$ cat src/rtl/core/pltm_pkg.sv
// shared types and constants for the packet latency traffic monitor
`default_nettype none
package pltm_pkg;
    localparam int SEQ_SLOTS    = 128;
    localparam int SAMPLE_SLOTS = 128;
    localparam int SEQ_W        = $clog2(SEQ_SLOTS);
    localparam int SMP_W        = $clog2(SAMPLE_SLOTS);
    localparam int QCNT_W       = SMP_W + 1;
    localparam int FIFO_DEPTH   = 2;

    typedef enum logic [1:0] {
        OP_SEND   = 2'd0,
        OP_RECV   = 2'd1,
        OP_REPORT = 2'd2,
        OP_READ   = 2'd3
    } t_op;

    typedef enum logic [1:0] {
        REG_RATE_WINDOW = 2'd0,
        REG_STALE_LIMIT = 2'd1,
        REG_INTERVAL    = 2'd2,
        REG_MIN_SAMPLES = 2'd3
    } t_reg;

    typedef enum logic [2:0] {
        ST_IDLE,
        ST_FETCH,
        ST_EXEC,
        ST_DIV,
        ST_OUT
    } t_state;

    typedef struct packed {
        t_op         op;
        logic [31:0] now_ms;
        logic [15:0] byte_count;
        logic [6:0]  seq;
        logic [15:0] server_hold_ms;
        logic [6:0]  sample_index;
    } t_item;

    typedef struct packed {
        logic [6:0]  seq_assigned;
        logic        match_ok;
        logic [31:0] ping_ms;
        logic [15:0] server_ms;
        logic [31:0] interval_ms;
        logic [39:0] rate_value;
        logic        rate_stale;
        logic [31:0] packets_last_window;
        logic [31:0] sent_total;
        logic [31:0] recv_total;
        logic [31:0] avg_interval_ms;
        logic        avg_ready;
    } t_result;

    typedef struct packed {
        logic [15:0] rate_window_ms;
        logic [15:0] stale_limit_ms;
        logic [15:0] interval_limit_ms;
        logic [6:0]  min_samples;
    } t_cfg;
endpackage
`default_nettype wire

$ cat src/rtl/core/pltm_front.sv
// input side: accepts items into a short queue
`default_nettype none
module pltm_front (
    input  wire logic          i_clk,
    input  wire logic          i_rst_n,
    input  wire logic          i_valid,
    output logic               o_ready,
    input  wire pltm_pkg::t_item i_item,
    output logic               o_q_valid,
    output pltm_pkg::t_item    o_q_item,
    input  wire logic          i_q_pop
);
    import pltm_pkg::*;

    localparam int PW = $clog2(FIFO_DEPTH);

    t_item           r_buf [FIFO_DEPTH];
    logic [PW-1:0]   r_wp, r_rp;
    logic [PW:0]     r_cnt;
    logic            push;

    assign o_ready   = (r_cnt != (PW+1)'(FIFO_DEPTH));
    assign push      = i_valid && o_ready;
    assign o_q_valid = (r_cnt != '0);
    assign o_q_item  = r_buf[r_rp];

    always_ff @(posedge i_clk) begin
        if (push) begin
            r_buf[r_wp] <= i_item;
        end
        if (!i_rst_n) begin
            r_wp  <= '0;
            r_rp  <= '0;
            r_cnt <= '0;
        end else begin
            if (push) begin
                r_wp <= r_wp + 1'b1;
            end
            if (i_q_pop) begin
                r_rp <= r_rp + 1'b1;
            end
            r_cnt <= r_cnt + (PW+1)'(push) - (PW+1)'(i_q_pop);
        end
    end
endmodule
`default_nettype wire

$ cat config.mk
export PLATFORM = sky130hd
export DESIGN_NAME = pltm_front
export DESIGN_NICKNAME = d
export VERILOG_FILES = /design/src/rtl/core/pltm_pkg.sv /design/src/rtl/core/pltm_front.sv
export SDC_FILE = /design/constraint.sdc
export NUM_CORES = 1
export LEC_CHECK = 0
export ABC_AREA = 0
export BUFFER_PORTS_ARGS = -buffer_cell sky130_fd_sc_hd__clkbuf_2
export CORE_MARGIN = 2
export CORE_UTILIZATION = 30
export CTS_BUF_LIST = sky130_fd_sc_hd__clkbuf_16
export CTS_CLUSTER_SIZE = 20
export DETAILED_ROUTE_END_ITERATION = 12
export RECOVER_POWER = 100
export SETUP_SLACK_MARGIN = 0.4
export SYNTH_ARGS = -nofsm -noshare
export SYNTH_HDL_FRONTEND = slang
export SYNTH_SLANG_ARGS = --single-unit
$ cat constraint.sdc
create_clock -name i_clk -period 5.43 [get_ports i_clk]
set_input_delay 0.543 -clock i_clk [delete_from_list [all_inputs] [get_ports i_clk]]
set_output_delay 0.543 -clock i_clk [all_outputs]
set_load 0.01 [all_outputs]
---- Yosys cells after proc, flatten, opt, wreduce, memory -nomap -nowiden ----
Memories as Yosys holds them, arrays and structs flattened. A register that Yosys moved wholly into a read port is not among the register bits.
Cells that the tools add are included.
storage, ports and cells
  memory bits (writable) .................. 160
  memories ................................ 1
  bits of input ports ..................... 84
  word-level logic and storage cells ...... 15
  output and inout bits ................... 82
  register bits after elaboration ......... 4
cells by class
  add/subtract/negate cells ............... 4
  equal/unequal tests ..................... 1
  multiplexer cells ....................... 4
  reductions and logical operators ........ 2
memories
  name   words  bits a word  rd ports  clocked after memory_dff  write ports  RTL line          RTL
  r_buf  2      80           1         1                         1            pltm_front.sv:17  t_item r_buf [FIFO_DEPTH];
operator list
  kind                   count
  $mux W1                4
  $add A1 B1 Y1 const B  2
  $add A2 B1 Y2          1
  $ne A2 B2 Y1 const B   1
  $reduce_bool A2 Y1     1
  $sub A2 B1 Y2          1
  $logic_and A1 B1 Y1    1

---- Depth between registers and ports, before layout ----
  word-level depth ........................ 4
  mapped depth ............................ 7
  gate-level depth less buffers ........... 7

---- Worst setup path before layout ----
No wires, ideal clock.
  path kind ............................... reg-to-reg
  from .................................... reg r_cnt[0]
  to ...................................... mem r_buf[1][0] in the netlist's numbering (enable)
  clock period less this slack ............ 2,982 ps
  setup time .............................. 448 ps
  arrival ................................. 2,535 ps
  setup slack ............................. 2,448 ps
  stages on the path, launching flop included .. 3
  cell sequence ........................... dfxtp_1 > nand2b_1 > and3_1
on the way
  word-level cells in the longest chain between the ends .. 4
RTL lines
  what                           RTL line          RTL
  start: declaration             pltm_front.sv:19  logic [PW:0] r_cnt;
  start signal: assignment       pltm_front.sv:42  r_cnt <= r_cnt + (PW+1)'(push) - (PW+1)'(i_q_pop);
  $ne A2 B2 Y1                   pltm_front.sv:22  assign o_ready = (r_cnt != (PW+1)'(FIFO_DEPTH));
  via o_ready                    pltm_front.sv:7   output logic o_ready,
  $logic_and A1 B1 Y1            pltm_front.sv:23  assign push = i_valid && o_ready;
  $mux W1                        pltm_front.sv:28  if (push) begin
  $mux W1 (implied by the code)  pltm_front.sv:29  r_buf[r_wp] <= i_item;
  end: declaration               pltm_front.sv:17
The timed path passes the listed nets, and every way through them passes these cells.

---- Worst setup path in the final report ----
  from .................................... reg r_cnt[1]
  to ...................................... mem r_buf[0][3] in the netlist's numbering (enable)
on the way
  word-level cells in the longest chain between the ends .. 4
RTL lines
  what                           RTL line
  $ne A2 B2 Y1                   pltm_front.sv:22
  $logic_and A1 B1 Y1            pltm_front.sv:23
  $mux W1                        pltm_front.sv:28
  $mux W1 (implied by the code)  pltm_front.sv:29
No other way between the ends.

==> results.tsv <==
metric	value	unit
status	finished, violations left	
failed_checks	max-capacitance violations, max-slew violations	
setup_repair_after_global_routing_missed_its_margin	false	
critical_path.max_fanout	44	
maxSlewViolCount	119	
cts-hold-fix-buffers	0	
routabilityCongestion	0.676	
maximum_number_of_pins_on_one_net_before_global_route_repair	81	
maxCapViolCount	2	
leading_cell_type_in_the_layout_fill_and_taps_excluded	sky130_fd_sc_hd__edfxtp_1	
port-buffer-count	165	
initial_core_util	30.3	%
cts.sink_count	165	
routed_wire_length_per_instance	15.8	um
final-setup-viol-count	0	
drt-initial-drc-count	107	
detail-route-antenna-nets	0	
clock_latency	0.41	ns
io_pins	166	
seq_area_frac_synth	80.8	%
max_freq	276	MHz
synthesis.instances	277	
cts_buffer_depth	2	
p_leak	2.50	nW
vias_per_cell	4.22	
hold_violations	0	
synth_cell_types	23	
vdd_drop_max	0.000195	V
worstSetupStartpointType	flop	
yosysTopAreaCellShare	79.2	%
cp_data_required_time	5.34	ns
grt_remaining_overflow	0	
setup.worst_path.class	flop to flop	
antenna_found_initial	0	
drive_above_1_share	29.0	%
die_y	146	um
totalNegativeSetupSlack	0	ns
synth_seq_cells	165	
hold_depth	1	
period_minus_slack	3.62	ns
vias	3108	
cp_data_arrival_time	3.53	ns
ctsResizeCount	0	
slew-limit-headroom	-30.8	%
final_cycle_share	66.6	%
synth.top_cells.by_area	sky130_fd_sc_hd__edfxtp_1 (79%), sky130_fd_sc_hd__mux2_2 (15%), sky130_fd_sc_hd__dfxtp_1 (1.6%), sky130_fd_sc_hd__buf_6 (1.5%), sky130_fd_sc_hd__and2_1 (0.31%)	
detail_route.wirelength	11600	um
firstDrtPassIters	4	
hold_path_class	input port to flop	
syn2layout_area_growth	25.1	%
grt_pass1_vias	3509	
crit_path_capture_type	flop	
clock_tree.htree_level_count	4	
tritoncts	yes	
worst_setup_hold_path_clk_slew	0.06	ns
grtUsageTotal	11.2	%
synth-warning-count	0	
syn_area_per_cell	21.9	um2
commonest_cells_after_routing_fill_and_taps_aside	sky130_fd_sc_hd__edfxtp_1 (160), sky130_fd_sc_hd__clkbuf_1 (134), sky130_fd_sc_hd__mux2_2 (70)	
post_synthesis_instance_area	6070	um2
layout.nets	538	
syn-num-nets	362	
antenna_cells_inserted	0	
overall_die_width	146	um
cts.repair_timing.setup_buffer_count	0	
rows	52	
power-per-cell-area	415	nW/um2
clock_skew	0.00558	ns
numCtsBuffers	17	
core-area	20000	um2
timing_worst_slew_pin_value	1.96	ns
global_route_wire_length_before_repair	18300	um
fin_util	37.9	%
clk_root_buffer_cell	sky130_fd_sc_hd__clkbuf_16	
drc	0	
synth_area_leader_cell	sky130_fd_sc_hd__edfxtp_1	
fp.dieArea	21400	um2
worst-r2r-cell-count	4	
detailed_place_hpwl	7310	um
-- cell type report --
class / instances / area, um2
clock inverters: 15 / 188
fillers: 1969 / 12400
clock buffers: 17 / 425
well taps: 270 / 338
inverters: 2 / 8.76
repair buffers: 166 / 663
multi-input cells: 101 / 1060
flip-flops and latches: 165 / 4910
-- cells in the mapped netlist --
cell and instances:
sky130_fd_sc_hd__xor2_1 1, sky130_fd_sc_hd__nand3_1 1, sky130_fd_sc_hd__xnor2_1 1, sky130_fd_sc_hd__and2_1 3
sky130_fd_sc_hd__a21bo_2 1, sky130_fd_sc_hd__or2_2 1, sky130_fd_sc_hd__buf_4 1, sky130_fd_sc_hd__a211oi_1 1
sky130_fd_sc_hd__nor4b_1 1, sky130_fd_sc_hd__a21boi_1 1, sky130_fd_sc_hd__nand2_1 2, sky130_fd_sc_hd__and3_1 1
sky130_fd_sc_hd__mux2i_1 1, sky130_fd_sc_hd__buf_6 8, sky130_fd_sc_hd__ha_1 1, sky130_fd_sc_hd__dfxtp_1 5
sky130_fd_sc_hd__mux2_2 80, sky130_fd_sc_hd__a211o_1 1, sky130_fd_sc_hd__a21boi_2 1, sky130_fd_sc_hd__inv_1 2
sky130_fd_sc_hd__edfxtp_1 160, sky130_fd_sc_hd__nand2b_1 1, sky130_fd_sc_hd__nand3b_1 2
-- report_power, final --
group | internal, mW | switching (mW) | total (mW)
Sequential | 1.53 | 0.0471 | 1.58
Clock | 0.765 | 0.484 | 1.25
Combinational | 0.138 | 0.186 | 0.324
-- path summary, 6_finish.rpt --
check                           startpoint            to  slack [ns]
worst min register to register        r_rp          flop        0.57
worst min-delay path            i_item[45]  r_buf[0][45]        0.32
worst max register to register    r_cnt[1]   r_buf[0][3]        1.81
worst max-delay path              r_cnt[1]   r_buf[0][3]        1.81
-- metrics by stage --
step           power, mW  hold slack (ns)  instance area [um2]  setup slack [ns]  std cells
2_1_floorplan       1.80            0.518                 6070              2.45        277
3_3_place_gp        1.95            0.558                 7150              3.04        704
3_5_place_dp        1.96            0.561                 7150              2.98        704
4_1_cts             3.23            0.287                 7770              2.69        736
5_1_grt             3.28            0.294                 7590              1.37        736
6_report            3.15            0.321                 7590              1.81        736
-- per-layer routing --
metal	GRT usage [%]	share of wire, %
met1	11.9	40
met3	4.16	6.4
met4	4.08	1.1
met5	0	0
met2	20.4	52
-- sequential cells by signal, summed over array words and instances (netlist names), named ones only --
name   flops
r_cnt      2
r_buf    160
r_rp       1
r_wp       1
-- cells by family after synthesis --
kind of cell / after synthesis / share of synthesized area (%)
flops: 165 / 80.8
fa+ha+maj: 1 / 0.206
simple gates: 12 / 1.22
buf+inv: 11 / 1.73
compound gates: 5 / 0.742
mux: 81 / 15.0
xor+xnor: 2 / 0.289
-- worst max-delay path, stage by stage, from the launching register on --
cell and delay (ns):
sky130_fd_sc_hd__dfxtp_1 0.41, sky130_fd_sc_hd__nand2b_1 0.15, sky130_fd_sc_hd__nand3b_1 0.15, sky130_fd_sc_hd__clkinvlp_2 1.30, sky130_fd_sc_hd__clkbuf_2 1.05
Note: power is estimated with default switching activity, not from simulation.
